<file path="config.mk">
export PLATFORM = sky130hd
export DESIGN_NAME = websocket_frame_deframer_core
export DESIGN_NICKNAME = d
export VERILOG_FILES = /design/src/design/wsdefr_pkg.sv /design/src/design/websocket_frame_deframer_core.sv
export VERILOG_INCLUDE_DIRS = /design/src /design/src/design
export SDC_FILE = /design/constraint.sdc
export NUM_CORES = 1
export LEC_CHECK = 0
export BUFFER_PORTS_ARGS = -buffer_cell sky130_fd_sc_hd__buf_2
export CAP_MARGIN = 25
export CORE_MARGIN = 5
export CORE_UTILIZATION = 55
export CTS_BUF_LIST = sky130_fd_sc_hd__clkbuf_2
export DETAILED_ROUTE_END_ITERATION = 7
export HOLD_SLACK_MARGIN = 0.15
export PLACE_DENSITY_LB_ADDON = 0.2
export SETUP_SLACK_MARGIN = 0.2
export SLEW_MARGIN = 40
export SYNTH_ARGS = -nofsm -noshare
export SYNTH_HDL_FRONTEND = slang
export SYNTH_SLANG_ARGS = --single-unit
</file>
<file path="constraint.sdc">
create_clock -name aclk -period 3.5 [get_ports aclk]
set_input_delay 0.35 -clock aclk [delete_from_list [all_inputs] [get_ports aclk]]
set_output_delay 0.35 -clock aclk [all_outputs]
set_load 0.01 [all_outputs]
</file>
<file path="src/design/websocket_frame_deframer_core_macros.svh">
// Assertion macros for the websocket frame deframer core.
`ifndef WEBSOCKET_FRAME_DEFRAMER_CORE_MACROS_SVH
`define WEBSOCKET_FRAME_DEFRAMER_CORE_MACROS_SVH

`ifndef SYNTHESIS

// Clocked check, disabled while reset is asserted (active low reset).
`define WFD_ASSERT(label, clk, rstn, prop, msg) \
    label: assert property (@(posedge clk) disable iff (!(rstn)) prop) else $error(msg);

// Clocked check that also holds during reset.
`define WFD_ASSERT_ALWAYS(label, clk, prop, msg) \
    label: assert property (@(posedge clk) prop) else $error(msg);

`else

`define WFD_ASSERT(label, clk, rstn, prop, msg)

`define WFD_ASSERT_ALWAYS(label, clk, prop, msg)

`endif

`endif

</file>
<file path="src/design/wsdefr_pkg.sv">
// Types and constants for the websocket frame deframer core.
package wsdefr_pkg;

    typedef enum logic [2:0] {
        PH_B0   = 3'd0,
        PH_B1   = 3'd1,
        PH_EXT  = 3'd2,
        PH_MASK = 3'd3,
        PH_PAY  = 3'd4
    } phase_t;

    typedef enum logic [1:0] {
        LEN_SHORT = 2'd0,
        LEN_16    = 2'd1,
        LEN_64    = 2'd2
    } len_form_t;

    localparam logic [1:0] KIND_HEADER  = 2'd0;
    localparam logic [1:0] KIND_DATA    = 2'd1;
    localparam logic [1:0] KIND_CONTROL = 2'd2;
    localparam logic [1:0] KIND_ERROR   = 2'd3;

    localparam logic [2:0] ERR_NONE        = 3'd0;
    localparam logic [2:0] ERR_FRAG_CTRL   = 3'd1;
    localparam logic [2:0] ERR_ORPHAN_CONT = 3'd2;
    localparam logic [2:0] ERR_UNMASKED    = 3'd3;
    localparam logic [2:0] ERR_NONMINIMAL  = 3'd4;

    localparam logic [3:0] OP_CONT  = 4'h0;
    localparam logic [3:0] OP_CLOSE = 4'h8;

    localparam logic [6:0] LEN_CODE_16 = 7'd126;
    localparam logic [6:0] LEN_CODE_64 = 7'd127;

    // Header byte counts at which each header part ends.
    localparam logic [3:0] HDR_EXT16_END = 4'd4;
    localparam logic [3:0] HDR_EXT64_END = 4'd10;
    localparam logic [3:0] HDR_SHORT_END = 4'd6;
    localparam logic [3:0] HDR_16_END    = 4'd8;
    localparam logic [3:0] HDR_64_END    = 4'd14;

endpackage

</file>
<file path="src/design/websocket_frame_deframer_core.sv">
// WebSocket client-to-server frame deframer: header parse, unmasking, fragment tracking.
//
// Usage:
//   Input channel (s_valid/s_ready/s_rx_byte) carries the received byte
//   stream, one byte per item. Every accepted item yields exactly one result
//   item on the m_ channel: a header byte note, a data payload byte
//   (unmasked), a consumed control payload byte, or a protocol error.
//   The result is registered and valid in the cycle after its item is
//   accepted. Throughput is one item per cycle unless the result stalls;
//   the only per-item work is a header field update or a key XOR, all
//   settled between the parser state registers and the result register.
//   A stalled receiver (m_ready low with a result pending) holds the result
//   register and drops s_ready; as soon as the result is taken a new item is
//   accepted in the same cycle, so no bubble is added.
//   An error result clears all parser state including the open fragmented
//   message; the next byte starts a new frame.
//   Reset (aresetn low, synchronous) empties the result register and
//   returns the parser to "expect first header byte" with no open message.
//   Payload length is tracked as a 64-bit remaining count, so frames of any
//   encoded length are handled.
module websocket_frame_deframer_core (
    input  logic       aclk,
    input  logic       aresetn,
    input  logic       s_valid,
    output logic       s_ready,
    input  logic [7:0] s_rx_byte,
    output logic       m_valid,
    input  logic       m_ready,
    output logic [1:0] m_kind,
    output logic [7:0] m_payload_byte,
    output logic [3:0] m_frame_opcode,
    output logic       m_fin_flag,
    output logic       m_frame_end,
    output logic       m_close_received,
    output logic [2:0] m_error_code
);
    import wsdefr_pkg::*;

    `include "websocket_frame_deframer_core_macros.svh"

    // Parser state
    phase_t    phase_reg, phase_next;
    len_form_t form_reg, form_next;
    logic [3:0]  hbc_reg, hbc_next;        // header bytes seen in this frame
    logic [3:0]  op_reg, op_next;          // effective opcode of current frame
    logic        fin_reg, fin_next;
    logic [63:0] len_reg, len_next;        // length; counts down in payload
    logic [31:0] key_reg, key_next;        // first key byte lands in [31:24]
    logic [1:0]  kidx_reg, kidx_next;      // payload index mod 4
    logic [3:0]  frag_op_reg, frag_op_next;
    logic        frag_valid_reg, frag_valid_next;

    // Result register
    logic       m_valid_reg;
    logic [1:0] kind_reg, kind_next;
    logic [7:0] pb_reg, pb_next;
    logic [3:0] rop_reg, rop_next;
    logic       rfin_reg, rfin_next;
    logic       rend_reg, rend_next;
    logic       rclose_reg, rclose_next;
    logic [2:0] rerr_reg, rerr_next;

    logic       s_fire;
    logic       ctl;
    logic [3:0] hbc_inc;
    logic       ext_done;
    logic       mask_done;
    logic [2:0] err_code;
    logic       frame_done;
    logic [3:0] op_eff;
    logic       fin_eff;
    logic [7:0] key_byte;

    assign s_ready = !m_valid_reg || m_ready;
    assign s_fire  = s_valid && s_ready;

    // ---------------------------------------------------------------
    // Decode of the current byte against parser state
    // ---------------------------------------------------------------
    always_comb begin
        ctl       = op_reg[3];
        hbc_inc   = hbc_reg + 4'd1;
        ext_done  = (hbc_inc >= ((form_reg == LEN_16) ? HDR_EXT16_END : HDR_EXT64_END));
        mask_done = (hbc_inc >= ((form_reg == LEN_16) ? HDR_16_END :
                                 (form_reg == LEN_64) ? HDR_64_END : HDR_SHORT_END));
        err_code   = ERR_NONE;
        frame_done = 1'b0;
        case (phase_reg)
            PH_B1: begin
                if (ctl && !fin_reg) begin
                    err_code = ERR_FRAG_CTRL;
                end else if (!ctl && op_reg == OP_CONT && !frag_valid_reg) begin
                    err_code = ERR_ORPHAN_CONT;
                end else if (!s_rx_byte[7]) begin
                    err_code = ERR_UNMASKED;
                end
            end
            PH_MASK: begin
                if (mask_done) begin
                    if ((form_reg == LEN_16 && len_reg < 64'd126) ||
                        (form_reg == LEN_64 && len_reg[63:16] == 48'd0)) begin
                        err_code = ERR_NONMINIMAL;
                    end else if (len_reg == 64'd0) begin
                        frame_done = 1'b1;
                    end
                end
            end
            PH_PAY: begin
                frame_done = (len_reg == 64'd1);
            end
            default: begin
            end
        endcase
    end

    // ---------------------------------------------------------------
    // Next phase
    // ---------------------------------------------------------------
    always_comb begin
        phase_next = phase_reg;
        if (err_code != ERR_NONE || frame_done) begin
            phase_next = PH_B0;
        end else begin
            case (phase_reg)
                PH_B0:   phase_next = PH_B1;
                PH_B1:   phase_next = (s_rx_byte[6:0] < LEN_CODE_16) ? PH_MASK : PH_EXT;
                PH_EXT:  phase_next = ext_done ? PH_MASK : PH_EXT;
                PH_MASK: phase_next = mask_done ? PH_PAY : PH_MASK;
                PH_PAY:  phase_next = PH_PAY;
                default: phase_next = PH_B0;
            endcase
        end
    end

    // ---------------------------------------------------------------
    // Datapath and result
    // ---------------------------------------------------------------
    always_comb begin
        case (kidx_reg)
            2'd0:    key_byte = key_reg[31:24];
            2'd1:    key_byte = key_reg[23:16];
            2'd2:    key_byte = key_reg[15:8];
            default: key_byte = key_reg[7:0];
        endcase

        form_next       = form_reg;
        hbc_next        = hbc_reg;
        op_next         = op_reg;
        fin_next        = fin_reg;
        len_next        = len_reg;
        key_next        = key_reg;
        kidx_next       = kidx_reg;
        frag_op_next    = frag_op_reg;
        frag_valid_next = frag_valid_reg;
        kind_next       = KIND_HEADER;
        pb_next         = 8'd0;

        case (phase_reg)
            PH_B1: begin
                hbc_next = 4'd2;
                if (!ctl) begin
                    if (op_reg == OP_CONT) begin
                        op_next = frag_op_reg;
                    end else if (!fin_reg) begin
                        frag_op_next    = op_reg;
                        frag_valid_next = 1'b1;
                    end else begin
                        frag_op_next    = OP_CONT;
                        frag_valid_next = 1'b0;
                    end
                end
                if (s_rx_byte[6:0] < LEN_CODE_16) begin
                    len_next  = {57'd0, s_rx_byte[6:0]};
                    form_next = LEN_SHORT;
                end else begin
                    len_next  = 64'd0;
                    form_next = (s_rx_byte[6:0] == LEN_CODE_64) ? LEN_64 : LEN_16;
                end
            end
            PH_EXT: begin
                len_next = {len_reg[55:0], s_rx_byte};
                hbc_next = hbc_inc;
            end
            PH_MASK: begin
                key_next  = {key_reg[23:0], s_rx_byte};
                hbc_next  = hbc_inc;
                kidx_next = 2'd0;
            end
            PH_PAY: begin
                pb_next   = s_rx_byte ^ key_byte;
                kind_next = ctl ? KIND_CONTROL : KIND_DATA;
                kidx_next = kidx_reg + 2'd1;
                len_next  = len_reg - 64'd1;
            end
            default: begin
                op_next  = s_rx_byte[3:0];
                fin_next = s_rx_byte[7];
                hbc_next = 4'd1;
            end
        endcase

        op_eff  = op_next;
        fin_eff = fin_next;

        rop_next    = op_eff;
        rfin_next   = fin_eff;
        rend_next   = frame_done;
        rclose_next = frame_done && (op_eff == OP_CLOSE);
        rerr_next   = ERR_NONE;

        if (frame_done && fin_eff && !op_eff[3]) begin
            frag_op_next    = OP_CONT;
            frag_valid_next = 1'b0;
        end

        if (err_code != ERR_NONE) begin
            kind_next       = KIND_ERROR;
            pb_next         = 8'd0;
            rop_next        = 4'd0;
            rfin_next       = 1'b0;
            rend_next       = 1'b0;
            rclose_next     = 1'b0;
            rerr_next       = err_code;
            frag_op_next    = OP_CONT;
            frag_valid_next = 1'b0;
        end

        // End of frame or error: drop all per-frame state.
        if (err_code != ERR_NONE || frame_done) begin
            form_next = LEN_SHORT;
            hbc_next  = 4'd0;
            op_next   = OP_CONT;
            fin_next  = 1'b0;
            len_next  = 64'd0;
            key_next  = 32'd0;
            kidx_next = 2'd0;
        end
    end

    always_ff @(posedge aclk) begin
        if (!aresetn) begin
            phase_reg      <= PH_B0;
            form_reg       <= LEN_SHORT;
            hbc_reg        <= 4'd0;
            op_reg         <= OP_CONT;
            fin_reg        <= 1'b0;
            len_reg        <= 64'd0;
            key_reg        <= 32'd0;
            kidx_reg       <= 2'd0;
            frag_op_reg    <= OP_CONT;
            frag_valid_reg <= 1'b0;
            m_valid_reg    <= 1'b0;
        end else begin
            if (s_fire) begin
                phase_reg      <= phase_next;
                form_reg       <= form_next;
                hbc_reg        <= hbc_next;
                op_reg         <= op_next;
                fin_reg        <= fin_next;
                len_reg        <= len_next;
                key_reg        <= key_next;
                kidx_reg       <= kidx_next;
                frag_op_reg    <= frag_op_next;
                frag_valid_reg <= frag_valid_next;
                m_valid_reg    <= 1'b1;
            end else if (m_ready) begin
                m_valid_reg <= 1'b0;
            end
        end
    end

    // Result payload, loaded on every accepted item.
    always_ff @(posedge aclk) begin
        if (s_fire) begin
            kind_reg   <= kind_next;
            pb_reg     <= pb_next;
            rop_reg    <= rop_next;
            rfin_reg   <= rfin_next;
            rend_reg   <= rend_next;
            rclose_reg <= rclose_next;
            rerr_reg   <= rerr_next;
        end
    end

    assign m_valid          = m_valid_reg;
    assign m_kind           = kind_reg;
    assign m_payload_byte   = pb_reg;
    assign m_frame_opcode   = rop_reg;
    assign m_fin_flag       = rfin_reg;
    assign m_frame_end      = rend_reg;
    assign m_close_received = rclose_reg;
    assign m_error_code     = rerr_reg;

    // ---------------------------------------------------------------
    // Checks
    // ---------------------------------------------------------------
    `WFD_ASSERT(a_err_clears_state, aclk, aresetn,
        s_fire && err_code != ERR_NONE |=> phase_reg == PH_B0 && !frag_valid_reg,
        "error did not clear parser state")

    `WFD_ASSERT(a_close_needs_end, aclk, aresetn,
        m_valid && m_close_received |-> m_frame_end && m_frame_opcode == OP_CLOSE,
        "close flagged without close frame end")

    `WFD_ASSERT(a_payload_len_nonzero, aclk, aresetn,
        phase_reg == PH_PAY |-> len_reg != 64'd0,
        "payload phase with no bytes left")

    `WFD_ASSERT(a_stall_blocks_input, aclk, aresetn,
        m_valid && !m_ready |-> !s_ready,
        "input taken while result stalled")

    `WFD_ASSERT(a_err_kind_match, aclk, aresetn,
        m_valid |-> ((m_kind == KIND_ERROR) == (m_error_code != ERR_NONE)),
        "error kind and error code disagree")

endmodule
</file>
* Word-level counts from Yosys, hierarchy flattened
Cells that the tools add are included.
** Storage, ports and cells
- Register bits :: 138
- Bits of input ports :: 12
- Output and inout port bits :: 22
** Operators by class
- $add $sub $neg :: 3
- $lt $le $gt $ge :: 4
- Eq/ne operators :: 14
- Multiplexer cells :: 54
- Bitwise gates (word level) :: 2
- Reductions and logical operators :: 39
** Operators by type and width (count)
- $pmux 64 s3 :: 1
- $eq 64x1->1 const B :: 1
- $logic_not 64->1 :: 1
- $lt 64x7->1 const B :: 1
- $mux 32 :: 2
- $mux 64 :: 1
- $sub 64x1->64 const B :: 1
- $logic_not 48->1 :: 1
- $mux 4 :: 12
- $pmux 8 s3 :: 1
- $mux 2 :: 10
- $mux 1 :: 15
- $mux 3 :: 5
- $pmux 3 s5 :: 1
- $pmux 4 s3 :: 1
- $reduce_and 2->1 :: 5
- $logic_and 1x1->1 :: 9
- $reduce_bool 3->1 :: 3
- $ge 4x4->1 :: 2
- $pmux 4 s2 :: 1
- $xor 8x8->8 :: 1
- $eq 7x7->1 const B :: 1
- $lt 7x7->1 const B :: 1
- $mux 7 :: 1
- 25 further kinds :: 38

* Depth between registers and ports, before layout
Gate-level depths: netlist (run 1).
- Depth after elaboration :: 10
- Depth in mapped cells :: 14

* Worst setup path after synthesis (run 1)
OpenSTA, ideal clock, no wires.
- Path type :: register to register
- Start point :: reg len_reg[0]
- End point :: reg len_reg[12]
- Library setup time :: 132 ps
- Arrival time :: 3049 ps
- Data required time :: 3368 ps
- Slack :: 320 ps
- Stages on the path, launching flop included :: 13
- Buffers on the path :: 3
- Period minus slack after synthesis :: 3180 ps
- Cell sequence :: dfxtp_1 inv_1 ha_1 or4b_4 or4_4 a21boi_1 a2111o_1 buf_6 a21o_1 buf_6 clkbuf_1 a221oi_1 nor3_1
** On the way
- Longest elaborated chain between the ends :: 10
- Elaborated cells on any way between the ends :: 19
- Those cells by class :: add/sub: 1; order compare: 1; eq/ne: 1; mux: 9; reduce/logical: 7
** Ends and longest elaborated chain
- from (decl) :: RTL line websocket_frame_deframer_core.sv:47 : logic [63:0] len_reg, len_next;
- from (signal assigned) :: RTL line websocket_frame_deframer_core.sv:260 : len_reg <= len_next;
- $lt 64x7->1 :: RTL line websocket_frame_deframer_core.sv:100 : if ((form_reg == LEN_16 && len_reg < 64'd126) ||
- $logic_and 1x1->1 :: RTL line websocket_frame_deframer_core.sv:100
- $logic_or 1x1->1 :: RTL line websocket_frame_deframer_core.sv:100
- $mux 3 :: RTL line websocket_frame_deframer_core.sv:100
- $mux 3 :: RTL line websocket_frame_deframer_core.sv:99 : if (mask_done) begin
- $pmux 3 s2 :: RTL line websocket_frame_deframer_core.sv:88 : case (phase_reg)
- $reduce_bool 3->1 :: RTL line websocket_frame_deframer_core.sv:229 : if (err_code != ERR_NONE || frame_done) begin
- $logic_or 1x1->1 :: RTL line websocket_frame_deframer_core.sv:229
- $reduce_bool 4->1 (no source line)
- $reduce_and 2->1 (no source line)
Several ways; a longest one is shown, not always the timed one.
A chain may end at the register's enable or synchronous reset.

* Worst setup path after layout (run 1)
- Start point :: reg len_reg[1]
- End point :: reg key_reg[18]
** On the way
- Longest elaborated chain between the ends :: 10
- Elaborated cells on any way between the ends :: 17
- Those cells by class :: order compare: 1; eq/ne: 1; mux: 8; reduce/logical: 7
** Ends and longest elaborated chain
- $lt 64x7->1 :: RTL line websocket_frame_deframer_core.sv:100
- $logic_and 1x1->1 :: RTL line websocket_frame_deframer_core.sv:100
- $logic_or 1x1->1 :: RTL line websocket_frame_deframer_core.sv:100
- $mux 3 :: RTL line websocket_frame_deframer_core.sv:100
- $mux 3 :: RTL line websocket_frame_deframer_core.sv:99
- $pmux 3 s2 :: RTL line websocket_frame_deframer_core.sv:88
- $reduce_bool 3->1 :: RTL line websocket_frame_deframer_core.sv:229
- $logic_or 1x1->1 (*) :: RTL line websocket_frame_deframer_core.sv:229
- $reduce_bool 2->1 (no source line)
- $reduce_and 2->1 (no source line)
- to (signal assigned) :: RTL line websocket_frame_deframer_core.sv:261 : key_reg <= key_next;
- to (decl) :: RTL line websocket_frame_deframer_core.sv:48 : logic [31:0] key_reg, key_next;
Every way passes the cells marked *; elsewhere a longest branch is shown, timed or not.

==> results of run 1 <==
==> timing repair <==
| action | in CTS | in global routing |
|---|---|---|
| pin swaps | 1 | 6 |
| gates cloned | 1 | 4 |
| setup buffers | 1 | 11 |
| hold buffers | 11 | 0 |
| setup endpoints to repair | 46 | 117 |
| gates resized for setup | 4 | 18 |
| endpoints found under the hold margin | 54 | 0 |
==> cell usage after synthesis (4+ instances only) <==
cell type / n / share of area (%)
o21ai_0: 49 / 3.2
a32oi_1: 14 / 1.6
and3_1: 6 / 0.50
a21o_1: 4 / 0.40
inv_1: 18 / 0.89
nor4_1: 16 / 1.3
a31o_2: 6 / 0.69
o31ai_1: 8 / 0.79
nand2b_1: 9 / 0.74
a221oi_1: 10 / 1.2
a31oi_1: 4 / 0.33
nand2_1: 122 / 6.1
or3_1: 14 / 1.2
ha_1: 14 / 2.3
xor2_1: 14 / 1.6
a222oi_1: 8 / 1.1
o22ai_1: 5 / 0.41
nand3_1: 28 / 1.9
nand3b_1: 4 / 0.40
or4_1: 11 / 1.1
nor2_1: 68 / 3.4
edfxtp_1: 20 / 7.9
nor2b_1: 5 / 0.41
a22oi_1: 16 / 1.6
dfxtp_1: 117 / 31
xnor2_1: 18 / 2.1
nand4_1: 19 / 1.6
a22o_1: 33 / 3.8
o32ai_1: 22 / 2.5
clkbuf_1: 64 / 3.2
a32o_1: 15 / 2.0
nor3_1: 28 / 1.9
a21oi_1: 67 / 4.4
buf_2: 8 / 0.53
a211o_1: 4 / 0.46
and2_1: 10 / 0.83
==> through the flow <==
stage	setup slack, ps	utilization, %	instances	area [um2]	hold slack, ps
after floorplan	320	-	918	7560	440
after global placement	211	60.7	1104	8110	452
after detailed placement	146	60.8	1104	8110	468
after CTS	207	64.1	1149	8560	242
after global routing	197	66.2	1165	8840	290
final	280	66.2	1165	8840	326
==> worst reg2reg max path: stages (launching register included) <==
cell and delay, ps:
dfxtp_4 400, inv_1 70, ha_1 150, or4b_4 490, or4_4 430, a21boi_1 160
a2111o_1 550, buf_6 190, nand3_1 120, a21oi_4 130, buf_8 190, a22o_1 240
==> layout make-up <==
type,instances,area [um2],share of cell area (%)
timing repair buffer,112,925,10.5
multi-input combinational,690,4380,49.6
tap,176,220,2.49
clock inverter,14,209,2.36
sequential,137,2950,33.3
inverter,18,67.6,0.764
clock buffer,18,90.1,1.02
==> power by group <==
part / switching (W) / leakage (nW) / internal, W / total (W)
Combinational: 0.000675 / 2.13 / 0.000422 / 0.00110
Sequential: 0.0000383 / 1.15 / 0.00165 / 0.00169
Clock: 0.000653 / 0.173 / 0.000496 / 0.00115
==> routing by layer <==
| layer | routed length [um] | share of wire [%] | track usage, % | vias to the layer above |
|---|---|---|---|---|
| met1 | 9380 | 41 | 35.8 | 3676 |
| met2 | 10800 | 47 | 44.9 | 458 |
| met4 | 584 | 2.6 | 10.3 | 0 |
| li1 | - | - | - | 3590 |
| met3 | 2070 | 9.1 | 6.47 | 71 |
| met5 | 0 | 0 | 0 | - |
==> worst min path at each step <==
stage	startpoint	end	slack, ps	depth (start not counted)
after floorplan	len_reg[63]	len_reg[63]	440	2
after global placement	len_reg[63]	len_reg[63]	450	2
after detailed placement	len_reg[63]	len_reg[63]	470	2
final	m_ready	op_reg[2]	330	6
after CTS	m_ready	op_reg[2]	240	6
after global routing	m_ready	op_reg[1]	290	6
==> cell families (layout without fill, tap and decap cells) <==
logic type	after synthesis	count (layout)
buffers and inverters	93	162
AOI/OAI and AO/OA	282	284
xor gates and xnor gates	32	32
and+or+nand+nor	358	358
adders and majority gates	14	14
DFF	137	137
muxes	2	2
==> results by group, run 1 <==
Critical path
  • Kind of critical path: register to register
  • Max stage delay on crit path: 550 ps
  • WP depth: 11
  • Critical Path Fanout Max: 8
  • Reg2Reg Capture Point: key_reg[18]
  • R2r startpoint: len_reg[1]
  • Worst Path Arrival: 3880 ps
  • Critical Path Sink: key_reg[18]
  • Critical path buffers and inverters: 3
  • R2R cell count: 11
  • CP Launch Type: register
  • Flop2flop setup slack: 280 ps
  • Crit path max-delay family: compound AO/OA/AOI/OAI gates
  • Required @ worst endpoint: 4160 ps
  • Crit path cell chain: inv_1, ha_1, or4b_4, or4_4, a21boi_1, a2111o_1, buf_6, nand3_1, a21oi_4, buf_8, a22o_1
  • Slowest-stage cell, CP: a2111o_1
  • CP startpoint: len_reg[1]
  • Worst setup EP type: register

Placed design
  • HPWL Detailed: 14,800 um
  • Final GP Congestion: 0.907
  • # port buffers: 33

Logic synthesis
  • Post-synth cell types: 61
  • Async set or reset register ratio after synthesis: 0%
  • Register area share after synthesis: 38.9%
  • Synthesis-stage register bit count: 137
  • Yosys warns: 0
  • Post-Synth Adder-Cell Area: 2.32%
  • Syn avg cell area: 8.24 um2
  • Post-synthesis mux area share: 0.265%
  • Syn nets: 944
  • Post-synth EDFFs: 20
  • Synth Flop Type: dfxtp_1
  • Syn Std Cell Area: 7560 um2
  • Compound-gate portion of the synthesized area: 26.6%
  • Simple-gate share of the synthesized area: 23.3%
  • Largest family of logic cells by synthesized area: compound AO/OA/AOI/OAI gates
  • Post-synthesis cell count: 918
  • Fraction of synthesized cell area in xor and xnor cells: 3.71%

Run
  • Max cap viols: 0

Route
  • WL/cell: 19.6 um
  • Via density: 6.69
  • First DRT Iteration DRCs: 1,025
  • Antenna-violating nets left: 0
  • Final Routed Wirelength: 22,800 um
  • Drt pass-1 iters: 6
  • Via Count: 7,795
  • Remaining DRCs: 0

Pwr
  • Worst VDD drop: 0.266 mV
  • Pwr/cell area: 445 nW/um2
  • Total power: 0.00393 W
  • Cell leakage power: 3.45 nW

Die
  • Area of the die: 16,200 um2
  • Top Ports: 34
  • DIE HEIGHT: 127 um
  • Row count: 42
  • Core footprint: 13,300 um2
  • Initial Utilization: 56.7%
  • Die Wd: 127 um

GRT
  • Total congestion overflow: 0
  • Global-route wire length before repair: 36,800 um
  • Initial antenna violation count: 0
  • Largest net degree at the start of global routing: 65
  • Vias in the first global route: 7,309
  • Total global-route track usage: 27.6%

Final layout
  • Final net count: 1,002
  • Commonest non-fill, non-tap cell in the layout: nand2_1
  • FILL cells: 1,103
  • Share of layout cells above drive strength 1: 17.5%
  • Diode count: 0
  • Commonest cells after routing, fill and taps aside: 121 x nand2_1, 115 x dfxtp_1, 68 x nor2_1, 66 x a21oi_1, 57 x buf_4
  • Largest register FFs: 64
  • Area grow syn2layout: 16.9%

Timing
  • Final hold vios: 0
  • Slew margin rel.: 37.5%
  • Maximum clock rate: 0.311 GHz
  • Final worst path period share: 92.0%
  • Tmin final: 3220 ps
  • # setup viols final: 0
  • RSZ-0062 raised after global routing: false
  • Setup tns final: 0 ps
  • Slew Limit Fails: 0
  • Least-Margin Pin Slew: 928 ps
  • Skew final: 48.1 ps

Clocking
  • Clk Latency, worst-skew pair: 760 ps
  • TritonCTS Buffers: 17
  • Clock Tree Buf Depth: 2
  • CTS root buffer: clkbuf_2
  • CTS tree: built
  • H-tree depth: 4
  • Clock Pin Slew Worst Setup and Hold Paths: 220 ps
  • Clock sink count: 137

Hold path
  • Hold Path Class: input pin to register

Run status
  • Status: finished, final reports clean
Note: power is estimated with default switching activity, not from simulation.
==> inputs of run 2 (changes only) <==
--- a/config.mk
+++ b/config.mk
@@ -13,7 +13,7 @@
 export CTS_BUF_LIST = sky130_fd_sc_hd__clkbuf_2
 export DETAILED_ROUTE_END_ITERATION = 7
 export HOLD_SLACK_MARGIN = 0.15
-export PLACE_DENSITY_LB_ADDON = 0.2
+export PLACE_DENSITY = 0.72
 export SETUP_SLACK_MARGIN = 0.2
 export SLEW_MARGIN = 40
 export SYNTH_ARGS = -nofsm -noshare
==> results by group, run 2 (synthesized netlist as in run 1, its figures left out) <==
Run status
  • Status: finished, final reports clean (unchanged)

Timing
  • # setup viols final: 0 (unchanged)
  • Skew final: 34.8 ps (was 48.1 ps)
  • Least-Margin Pin Slew: 648 ps (was 928 ps)
  • Slew Limit Fails: 0 (unchanged)
  • Final hold vios: 0 (unchanged)
  • Slew margin rel.: 56.8% (was 37.5%)
  • Setup tns final: 0 ps (unchanged)
  • Tmin final: 3210 ps (was 3220 ps)
  • RSZ-0062 raised after global routing: true (was false)
  • Maximum clock rate: 0.312 GHz (was 0.311 GHz)
  • Final worst path period share: 91.7% (was 92.0%)

Final layout
  • Final instance area: 8640 um2 (was 8840 um2)
  • Share of layout cells above drive strength 1: 17.0% (was 17.5%)
  • Largest register FFs: 64 (unchanged)
  • Area grow syn2layout: 14.3% (was 16.9%)
  • Commonest cells after routing, fill and taps aside: 121 x nand2_1, 115 x dfxtp_1, 68 x nor2_1, 66 x a21oi_1, 65 x buf_4 (was 121 x nand2_1, 115 x dfxtp_1, 68 x nor2_1, 66 x a21oi_1, 57 x buf_4)
  • Commonest non-fill, non-tap cell in the layout: nand2_1 (unchanged)
  • Final net count: 999 (was 1,002)
  • FILL cells: 1,115 (was 1,103)

GRT
  • Total global-route track usage: 27.9% (was 27.6%)
  • Total congestion overflow: 0 (unchanged)
  • Largest net degree at the start of global routing: 59 (was 65)
  • Vias in the first global route: 7,461 (was 7,309)
  • Initial antenna violation count: 1 (was 0)
  • Global-route wire length before repair: 37,200 um (was 36,800 um)

Clocking
  • Clock sink count: 137 (unchanged)
  • Clock Tree Buf Depth: 2 (unchanged)
  • H-tree depth: 4 (unchanged)
  • Clock Pin Slew Worst Setup and Hold Paths: 220 ps (about the same)
  • TritonCTS Buffers: 17 (unchanged)
  • CTS tree: built (unchanged)
  • CTS root buffer: clkbuf_2 (unchanged)
  • Clk Latency, worst-skew pair: 740 ps (was 760 ps)

Hold path
  • Hold Path Class: input pin to register (unchanged)

Route
  • Drt pass-1 iters: 6 (unchanged)
  • Remaining DRCs: 0 (unchanged)
  • Antenna-violating nets left: 0 (unchanged)
  • WL/cell: 19.6 um (about the same)
  • First DRT Iteration DRCs: 1,164 (was 1,025)
  • Via density: 6.68 (was 6.69)
  • Final Routed Wirelength: 22,800 um (about the same)
  • Via Count: 7,769 (was 7,795)

Pwr
  • Pwr/cell area: 442 nW/um2 (was 445 nW/um2)
  • Switching power total: 0.00135 W (was 0.00137 W)
  • Clock share of power: 28.3% (was 29.2%)
  • Cell leakage power: 3.37 nW (was 3.45 nW)
  • Seq pwr share: 44.2% (was 42.9%)
  • Sw Ratio: 35.4% (was 34.8%)
  • Int Pwr: 0.00247 W (was 0.00256 W)
  • Part of the power in combinational logic: 27.5% (was 27.9%)
  • Worst VDD drop: 0.300 mV (was 0.266 mV)

Run
  • Max cap viols: 0 (unchanged)

Die
  • Top Ports: 34 (unchanged)
  • Area of the die: 16,200 um2 (unchanged)
  • DIE HEIGHT: 127 um (unchanged)
  • Row count: 42 (unchanged)
  • Initial Utilization: 56.7% (unchanged)
  • Die Wd: 127 um (unchanged)
  • Core footprint: 13,300 um2 (unchanged)

Critical path
  • Critical path buffers and inverters: 3 (unchanged)
  • Cell mode on critical path: buf_4
  • Crit path max-delay family: simple AND/OR/NAND/NOR gates (was compound AO/OA/AOI/OAI gates)
  • CP Launch Type: register (unchanged)
  • Slowest-stage cell, CP: or4_4 (was a2111o_1)
  • Worst setup EP type: register (unchanged)
  • Worst Path Arrival: 3850 ps (was 3880 ps)
  • Critical Path Fanout Max: 10 (was 8)
  • Crit path cell chain: inv_1, ha_1, or4b_4, or4_4, a21boi_1, a2111o_2, buf_4, and2_2, buf_4, nand4b_1, a21oi_1 (was inv_1, ha_1, or4b_4, or4_4, a21boi_1, a2111o_1, buf_6, nand3_1, a21oi_4, buf_8, a22o_1)
  • Max stage delay on crit path: 530 ps (was 550 ps)
  • Required @ worst endpoint: 4140 ps (was 4160 ps)
  • Kind of critical path: register to register (unchanged)

Placed design
  • # port buffers: 33 (unchanged)
  • Post-DP Area: 8160 um2 (was 8110 um2)
  • Final GP Congestion: 0.907 (about the same)
  • HPWL Detailed: 15,200 um (was 14,800 um)
-- run 2: final cells by class --
class	count	area (um2)	share of cell area (%)
Antenna cell	1	2.50	0.0290
Timing Repair Buffer	111	795	9.19
Sequential cell	137	2950	34.1
Tap cell	176	220	2.55
Multi-Input combinational cell	688	4330	50.2
Clock inverter	14	186	2.16
Inverter	18	67.6	0.782
Clock buffer	18	90.1	1.04
-- run 2: final timing paths --
check	cells past startpoint	start	slack, ps	endpoint
setup reg to reg	11	len_reg[1]	290	form_reg[0]
hold reg to reg	2	len_reg[26]	490	len_reg[26]
setup / recovery	11	len_reg[1]	290	form_reg[0]
hold / removal	6	m_ready	260	phase_reg[2]
-- run 2: routing by layer --
layer  global-route usage, %  share of wire [%]  routed length (um)  vias to the layer above
met5                       0                  0                   0                        -
li1                        -                  -                   -                     3580
met4                    12.9                3.1                 705                        0
met2                    44.5                 47               10700                      444
met3                    6.84                9.3                2110                       80
met1                    35.8                 41                9220                     3665
-- run 2: worst register-to-register path, cell delays in order, from the launching register on --
cell	delay (ps)
dfxtp_2	390
inv_1	80
ha_1	160
or4b_4	500
or4_4	530
a21boi_1	150
a2111o_2	490
buf_4	190
and2_2	250
buf_4	210
nand4b_1	110
a21oi_1	70
-- run 2: power by group through the flow --
stage               clock (W)  combinational (W)  sequential, W
floorplan                   0           0.000682        0.00172
global placement            0           0.000979        0.00172
detailed placement          0           0.000996        0.00172
CTS                   0.00110            0.00102        0.00169
global route          0.00118            0.00115        0.00170
finish                0.00108            0.00105        0.00169
-- run 2: repair_timing --
action                                  in CTS  in global routing
gates resized for setup                      4                 13
hold buffers                                11                  0
endpoints found under the setup margin      53                105
buffers inserted                             2                  1
endpoints found under the hold margin       45                  0
pin swaps                                    1                  2
-- run 2: stage by stage --
stage	setup WS (ps)	util, %	instances	total power (W)	hold WS, ps
after CTS	196	64.2	1161	0.00380	203
after global placement	151	61.1	1116	0.00269	455
after floorplan	320	-	918	0.00240	440
final	291	64.7	1163	0.00382	257
after detailed placement	59.0	61.1	1116	0.00271	469
after global routing	95.8	64.7	1163	0.00403	207
